<file path="src/rtl/stf_pkg.sv">
// shared constants, result types and the row scaling function for the
// scope trigger frame capture block; no dependencies
`default_nettype none

package stf_pkg;

  localparam int ADC_BITS    = 12;
  localparam int SCREEN_ROWS = 240;
  localparam int FRAME_LEN   = 321;
  localparam int FIELD_W     = 12;
  localparam int ROW_W       = 8;
  localparam int FC_W        = $clog2(FRAME_LEN + 1);
  localparam int WIN_RESET   = 24;
  localparam int FULL_SCALE  = (1 << ADC_BITS) - 1;
  localparam int PROD_W      = ADC_BITS + $clog2(SCREEN_ROWS + 1);
  localparam int QDEPTH      = 4;
  localparam int QPTR_W      = $clog2(QDEPTH);
  localparam int QCNT_W      = $clog2(QDEPTH + 1);

  typedef struct packed {
    logic [ROW_W-1:0] screen_y;
    logic             frame_last;
  } res_t;

  typedef struct packed {
    logic push0;
    logic push1;
    res_t d0;
    res_t d1;
  } push_t;

  // floor(raw * SCREEN_ROWS / (2^ADC_BITS - 1)) by reciprocal of 2^k - 1
  function automatic logic [ROW_W-1:0] scale_row(input logic [FIELD_W-1:0] raw);
    logic [FIELD_W-1:0] sat;
    logic [PROD_W-1:0]  prod;
    logic [PROD_W:0]    sum;
    sat  = (32'(raw) > FULL_SCALE) ? FIELD_W'(FULL_SCALE) : raw;
    prod = PROD_W'(sat) * PROD_W'(SCREEN_ROWS);
    sum  = {1'b0, prod} + (PROD_W + 1)'(prod >> ADC_BITS) + (PROD_W + 1)'(1);
    return ROW_W'(sum >> ADC_BITS);
  endfunction

endpackage

`default_nettype wire

</file>
<file path="src/rtl/scope_trigger_frame_capture_top.sv">
// top level of the scope trigger frame capture block
// path: input register, then result queue, then the output
// throughput: one sample per cycle while the result queue has space; the
// commit sample queues two results, the next arming one drains the extra
// reset: synchronous; clears frame counter, held sample and result queue,
// trigger window returns to 24 counts
`default_nettype none

module scope_trigger_frame_capture_top (
  input  wire logic                        clk,
  input  wire logic                        rst_n,
  input  wire logic                        in_valid,
  output logic                             in_stall,
  input  wire logic [stf_pkg::FIELD_W-1:0] in_sample,
  input  wire logic [stf_pkg::FIELD_W-1:0] in_trigger_level,
  output logic                             out_valid,
  input  wire logic                        out_stall,
  output logic [stf_pkg::ROW_W-1:0]        out_screen_y,
  output logic                             out_frame_last,
  input  wire logic                        cfg_valid,
  output logic                             cfg_ready,
  input  wire logic [stf_pkg::FIELD_W-1:0] cfg_data
);
  import stf_pkg::*;

  push_t push;
  logic  space_ok;

  assign cfg_ready = 1'b1;

  stf_trig u_trig (
    .clk              (clk),
    .rst_n            (rst_n),
    .in_valid         (in_valid),
    .in_stall         (in_stall),
    .in_sample        (in_sample),
    .in_trigger_level (in_trigger_level),
    .cfg_valid        (cfg_valid && cfg_ready),
    .cfg_data         (cfg_data),
    .space_ok         (space_ok),
    .push             (push)
  );

  stf_queue u_queue (
    .clk            (clk),
    .rst_n          (rst_n),
    .push           (push),
    .space_ok       (space_ok),
    .out_valid      (out_valid),
    .out_stall      (out_stall),
    .out_screen_y   (out_screen_y),
    .out_frame_last (out_frame_last)
  );

endmodule

`default_nettype wire

</file>
<file path="src/rtl/stf_trig.sv">
// trigger and frame sequencer: input register, window arm, slope check,
// frame counter and trigger window register; uses stf_pkg
`default_nettype none

module stf_trig (
  input  wire logic                      clk,
  input  wire logic                      rst_n,
  input  wire logic                      in_valid,
  output logic                           in_stall,
  input  wire logic [stf_pkg::FIELD_W-1:0] in_sample,
  input  wire logic [stf_pkg::FIELD_W-1:0] in_trigger_level,
  input  wire logic                      cfg_valid,
  input  wire logic [stf_pkg::FIELD_W-1:0] cfg_data,
  input  wire logic                      space_ok,
  output stf_pkg::push_t                 push
);
  import stf_pkg::*;

  logic                in_valid_r;
  logic [FIELD_W-1:0]  sample_r;
  logic [FIELD_W-1:0]  level_r;
  logic [FIELD_W-1:0]  window_r;
  logic [FC_W-1:0]     fc_r, fc_nxt;
  logic [FIELD_W-1:0]  held_r, held_nxt;

  logic                take;
  logic [FIELD_W-1:0]  diff;
  logic [FC_W-1:0]     fc_inc;
  logic                last;
  res_t                cur_res;

  assign take     = in_valid_r && space_ok;
  assign in_stall = in_valid_r && !space_ok;

  always_ff @(posedge clk) begin
    if (!rst_n) begin
      in_valid_r <= 1'b0;
    end else if (!in_stall) begin
      in_valid_r <= in_valid;
    end
  end

  always_ff @(posedge clk) begin
    if (!in_stall && in_valid) begin
      sample_r <= in_sample;
      level_r  <= in_trigger_level;
    end
  end

  always_ff @(posedge clk) begin
    if (!rst_n) begin
      window_r <= FIELD_W'(WIN_RESET);
    end else if (cfg_valid) begin
      window_r <= cfg_data;
    end
  end

  assign diff    = (sample_r > level_r) ? (sample_r - level_r) : (level_r - sample_r);
  assign fc_inc  = fc_r + FC_W'(1);
  assign last    = (32'(fc_inc) >= FRAME_LEN);
  assign cur_res = '{screen_y: scale_row(sample_r), frame_last: last};

  always_comb begin
    fc_nxt     = fc_r;
    held_nxt   = held_r;
    push.push0 = 1'b0;
    push.push1 = 1'b0;
    push.d0    = cur_res;
    push.d1    = cur_res;
    if (take) begin
      if (fc_r == '0) begin
        if (diff <= window_r) begin
          held_nxt = sample_r;
          fc_nxt   = FC_W'(1);
        end
      end else if (fc_r == FC_W'(1) && sample_r < held_r) begin
        fc_nxt = '0;
      end else begin
        fc_nxt     = last ? '0 : fc_inc;
        push.push0 = 1'b1;
        if (fc_r == FC_W'(1)) begin
          push.d0    = '{screen_y: scale_row(held_r), frame_last: 1'b0};
          push.push1 = 1'b1;
        end
      end
    end
  end

  always_ff @(posedge clk) begin
    if (!rst_n) begin
      fc_r   <= '0;
      held_r <= '0;
    end else begin
      fc_r   <= fc_nxt;
      held_r <= held_nxt;
    end
  end

endmodule

`default_nettype wire

</file>
<file path="src/rtl/stf_queue.sv">
// result queue: takes up to two results a cycle and presents one at the
// output with valid and stall; uses stf_pkg
`default_nettype none

module stf_queue (
  input  wire logic                    clk,
  input  wire logic                    rst_n,
  input  wire stf_pkg::push_t          push,
  output logic                         space_ok,
  output logic                         out_valid,
  input  wire logic                    out_stall,
  output logic [stf_pkg::ROW_W-1:0]    out_screen_y,
  output logic                         out_frame_last
);
  import stf_pkg::*;

  res_t              mem_r [QDEPTH];
  logic [QPTR_W-1:0] wptr_r, rptr_r;
  logic [QCNT_W-1:0] cnt_r, cnt_nxt;
  logic              pop;
  logic [QPTR_W-1:0] wptr1;
  logic [1:0]        npush;

  assign pop       = out_valid && !out_stall;
  assign out_valid = (cnt_r != '0);
  assign space_ok  = (cnt_r <= QCNT_W'(QDEPTH - 2));
  assign wptr1     = wptr_r + QPTR_W'(1);
  assign npush     = {1'b0, push.push0} + {1'b0, push.push1};
  assign cnt_nxt   = cnt_r + QCNT_W'(npush) - QCNT_W'(pop);

  assign out_screen_y   = mem_r[rptr_r].screen_y;
  assign out_frame_last = mem_r[rptr_r].frame_last;

  always_ff @(posedge clk) begin
    if (push.push0) begin
      mem_r[wptr_r] <= push.d0;
    end
    if (push.push1) begin
      mem_r[wptr1] <= push.d1;
    end
  end

  always_ff @(posedge clk) begin
    if (!rst_n) begin
      wptr_r <= '0;
      rptr_r <= '0;
      cnt_r  <= '0;
    end else begin
      wptr_r <= wptr_r + QPTR_W'(npush);
      rptr_r <= rptr_r + QPTR_W'(pop);
      cnt_r  <= cnt_nxt;
    end
  end

endmodule

`default_nettype wire

</file>
<file path="config.mk">
export PLATFORM = sky130hd
export DESIGN_NAME = scope_trigger_frame_capture_top
export DESIGN_NICKNAME = d
export VERILOG_FILES = /design/src/rtl/stf_pkg.sv /design/src/rtl/scope_trigger_frame_capture_top.sv /design/src/rtl/stf_trig.sv /design/src/rtl/stf_queue.sv
export SDC_FILE = /design/constraint.sdc
export NUM_CORES = 1
export LEC_CHECK = 0
export ABC_CLOCK_PERIOD_IN_PS = 15590
export BUFFER_PORTS_ARGS = -buffer_cell sky130_fd_sc_hd__buf_2
export CORE_MARGIN = 8
export CORE_UTILIZATION = 50
export CTS_CLUSTER_DIAMETER = 200
export DETAILED_ROUTE_END_ITERATION = 16
export PLACE_DENSITY = 0.66
export RECOVER_POWER = 50
export SLEW_MARGIN = 20
export SYNTH_ARGS = -nofsm -noshare
export SYNTH_HDL_FRONTEND = slang
export SYNTH_SLANG_ARGS = --single-unit
</file>
<file path="constraint.sdc">
create_clock -name clk -period 15.59 [get_ports clk]
set_clock_uncertainty 0.2 [all_clocks]
set_input_delay 0.7795 -clock clk [delete_from_list [all_inputs] [get_ports clk]]
set_output_delay 0.7795 -clock clk [all_outputs]
set_load 0.01 [all_outputs]
</file>
==> summary.md <==
| Metric | Value |
|---|---|
| DRT antenna net count | `0` |
| Hold crit path type | `reg -> reg` |
| Clk sinks | `~100` |
| Critical path arrival | `between 5 and 6 ns` |
| CP startpoint kind | `flip-flop` |
| Syn avg cell area | `around 9.8 sq um` |
| Switching share of power | `roughly 42%` |
| Routed len/inst | `roughly 16 um` |
| Nets | `between 1000 and 1500` |
| RePlAce Congestion | `between 0.8 and 0.9` |
| Filler Cells Inserted | `about 1600` |
| Tot GR Track Use | `between 15 and 20%` |
| Rel. slew slack | `-5.28%` |
| Total net switching power | `about 540 uW` |
| Latest clock arrival within the worst-skew pair | `about 0.36 ns` |
| CP endpoint kind | `flip-flop` |
| Layout cells sized above 1 | `under 10%` |
| CP Class | `reg -> reg` |
| FMAX | `167 MHz` |
| Yosys top cell area share | `about a fifth` |
| FF/Latch Area | `roughly 2600 sq um` |
| Endpoints failing hold | `0` |
| Die Wd | `around 150 um` |
| Synth warn | `0` |
| Worst Path Required | `between 15 and 20 ns` |
| Ys async rst share | `0%` |
| Clock Power Share | `17.6%` |
| Starting density of the core | `between 50% and 60%` |
| Post-DP Area | `9400 sq um` |
| Input/output buffers | `51` |
| Largest net degree at the start of global routing | `32` |
| Highest routed layer | `met4` |
| Post-CTS setup buffers | `0` |
| H-tree Lvls | `3` |
| Cell variety after synth | `76` |
| TritonCTS Buffers | `9` |
| Core Region | `17800 sq um` |
| Setup TNS | `0 ns` |
| Post-Syn Area | `approximately 9000 sq um` |
| Diode count | `0` |
| Met3 Wirelength | `between 600 and 700 um` |
| Num ports | `53` |
| Number of global-route vias before repair | `between 6000 and 7000` |
| DRT Pass-1 Iters | `4` |
| Die Y | `150 um` |
| RSZ-0062 raised after global routing | `false` |
| Final Instance Area | `roughly 9600 sq um` |
| Sequential element share of the synthesized area | `roughly 29%` |
| Core Rows | `approximately 50` |
| Minimum clock period | `roughly 6.0 ns` |
| Initial antenna violation count | `0` |
| DR DRC count | `0` |
| Grt total ovfl | `0` |
| #FFs+latches synth | `101` |
| Met1 wire length | `between 9000 and 10000 um` |
| Most common cell after layout, fill and taps aside | `inv_1` |
| Multi-input logic area | `5710 sq um` |
| Hpwl dp | `roughly 15000 um` |
| Post-Syn Nets | `~1100` |
| Met2 Wirelength | `just over 9000 um` |
| Failing checks | `capacitance limit, slew limit` |
| Synth-to-Final Area Change | `6.76%` |
| Status | `complete, but fails checks` |
| Final setup viols | `0` |
| Area leader, netlist | `edfxtp_1` |
| Actual slew at the worst max-slew pin | `1.58 ns` |
| Routed WL | `19200 um` |
| Dominant synthesized flop cell | `edfxtp_1` |
| Vias per cell | `roughly 5.5` |
| # hold bufs at CTS | `0` |
| Leakage power | `around 0.0041 uW` |
| Die area | `between 20000 and 25000 sq um` |
| Internal | `approximately 740 uW` |
| Clock-pin slew on the worst setup and hold paths | `roughly 0.070 ns` |
| Clock Path Buffers | `2` |
| Via count | `6563` |
| Final period util | `38.4%` |
| Cell Pwr Density | `approximately 130 nW/um^2` |
| First-pass GRT wire length | `between 30000 and 40000 um` |
| Worst-path fanout max | `7` |
| Post-cts resize count | `0` |
| Max VDD drop | `0.0762 mV` |
| Detailed Route Iter0 Violations | `373` |
| CTS tree | `built` |
| Post-Syn Instances | `between 900 and 1000` |
| Combinational power share | `53.8%` |
| Flop pwr share | `~28%` |
| Max Slew Vio Count | `32` |
| Post-synth EDFFs | `60` |
| Root Buffer | `clkbuf_16` |
| Top cells by area, synth | `edfxtp_1, ha_1, fa_1, dfxtp_1, inv_1` |
| Commonest non-fill, non-tap cells in the layout | `inv_1, ha_1, nor2_1` |
| Max-cap violations | `1` |
[per-stage QoR]
stage / utilization (%) / hold WS [ns] / setup slack (ns) / power (uW) / std cells
2_1_floorplan: - / 0.260 / 10.28 / 901 / 923
3_3_place_gp: 52.7 / 0.277 / 9.67 / 1040 / 1170
3_5_place_dp: 52.7 / 0.283 / 9.64 / 1060 / 1170
4_1_cts: 54.3 / 0.301 / 9.60 / 1290 / 1186
5_1_grt: 54.0 / 0.318 / 9.25 / 1380 / 1186
6_report: 54.0 / 0.293 / 9.60 / 1280 / 1186
[area by class of cell]
class | count | share of cell area [%]
Clock inverter | 7 | 0.714
Clock buffer | 9 | 2.34
Tap cell | 229 | 2.97
Sequential cell | 101 | 27.2
Timing Repair Buffer | 53 | 2.53
Inverter | 130 | 5.06
Multi-Input combinational cell | 657 | 59.2
[worst max-delay path, cell delays in order (launching register included)]
cell and delay [ns]:
edfxtp_1 0.56, inv_1 0.25, fa_1 0.47, fa_1 0.51, inv_1 0.06, ha_1 0.40
and3_1 0.25, and3_1 0.19, a21oi_1 0.13, or3b_2 0.45, a21oi_1 0.20, xnor2_1 0.28
ha_1 0.34, a21o_1 0.16, a21oi_1 0.40, nand2_1 0.10, nand4b_1 0.13, nor2_1 0.08
xnor2_1 0.39, mux2i_1 0.15
[power by group through the flow]
stage | Sequential (uW) | Clock (uW) | Combinational (uW)
floorplan | 355 | 0 | 546
global placement | 371 | 0 | 674
detailed placement | 371 | 0 | 687
CTS | 365 | 231 | 691
global route | 369 | 238 | 777
finish | 365 | 225 | 688
[worst paths after layout]
check                      from                  end  slack [ns]  depth (start not counted)
min          u_trig.window_r[6]   u_trig.window_r[6]        0.29                          2
max          u_trig.sample_r[9]  u_queue.mem_r[0][5]        9.60                         19
min reg2reg  u_trig.window_r[6]   u_trig.window_r[6]        0.29                          2
max reg2reg  u_trig.sample_r[9]  u_queue.mem_r[0][5]        9.60                         19
[state kept, by name, summed over array words and instances, names as in the netlist]
| signal | count |
|---|---|
| u_queue.mem_r | 36 |
| u_trig.window_r | 12 |
| u_queue.rptr_r | 2 |
| u_queue.wptr_r | 2 |
| u_trig.sample_r | 12 |
| u_trig.level_r | 12 |
| u_trig.in_valid_r | 1 |
| u_trig.fc_r | 9 |
| u_queue.cnt_r | 3 |
| u_trig.held_r | 12 |
[logic make-up after synthesis]
| group | share of synthesized area, % |
|---|---|
| multiplexers | 7.45 |
| XOR/XNOR | 4.85 |
| other | 0.0415 |
| adder cells (fa/ha/maj) | 24.0 |
| AO/OA/AOI/OAI | 15.4 |
| AND/OR/NAND/NOR | 11.7 |
| buffers and inverters | 7.55 |
| flip-flops | 29.0 |
[layer usage]
layer  up-vias  track usage, %
met5         -               0
met4         0            5.50
met3        21            2.40
met2       107            30.0
met1      3127            23.7
li1       3308               -
[cells in the mapped netlist (all sizes together), types with 2 or more instances]
cell / count
a211oi: 7
nor2b: 11
inv: 130
o41ai: 4
ha: 101
mux2i: 38
mux2: 8
a21oi: 62
or3b: 2
or3: 2
nand3: 31
or2: 4
and3: 8
mux4: 9
a211o: 4
o31a: 2
nand2: 28
nand4: 11
or4b: 3
clkbuf: 22
buf: 13
and2: 4
a21o: 24
o311ai: 2
o21bai: 5
edfxtp: 60
nor3: 13
a221oi: 2
fa: 45
nor2: 64
dfxtp: 41
o2111ai: 2
o21ai: 30
nand2b: 5
and4: 2
xor2: 17
nor4: 4
xnor2: 33
o211ai: 7
nor4b: 2
a31o: 5
a31oi: 8
o31ai: 17
o21a: 13
or4: 2
Note: power is estimated with default switching activity, not from simulation.
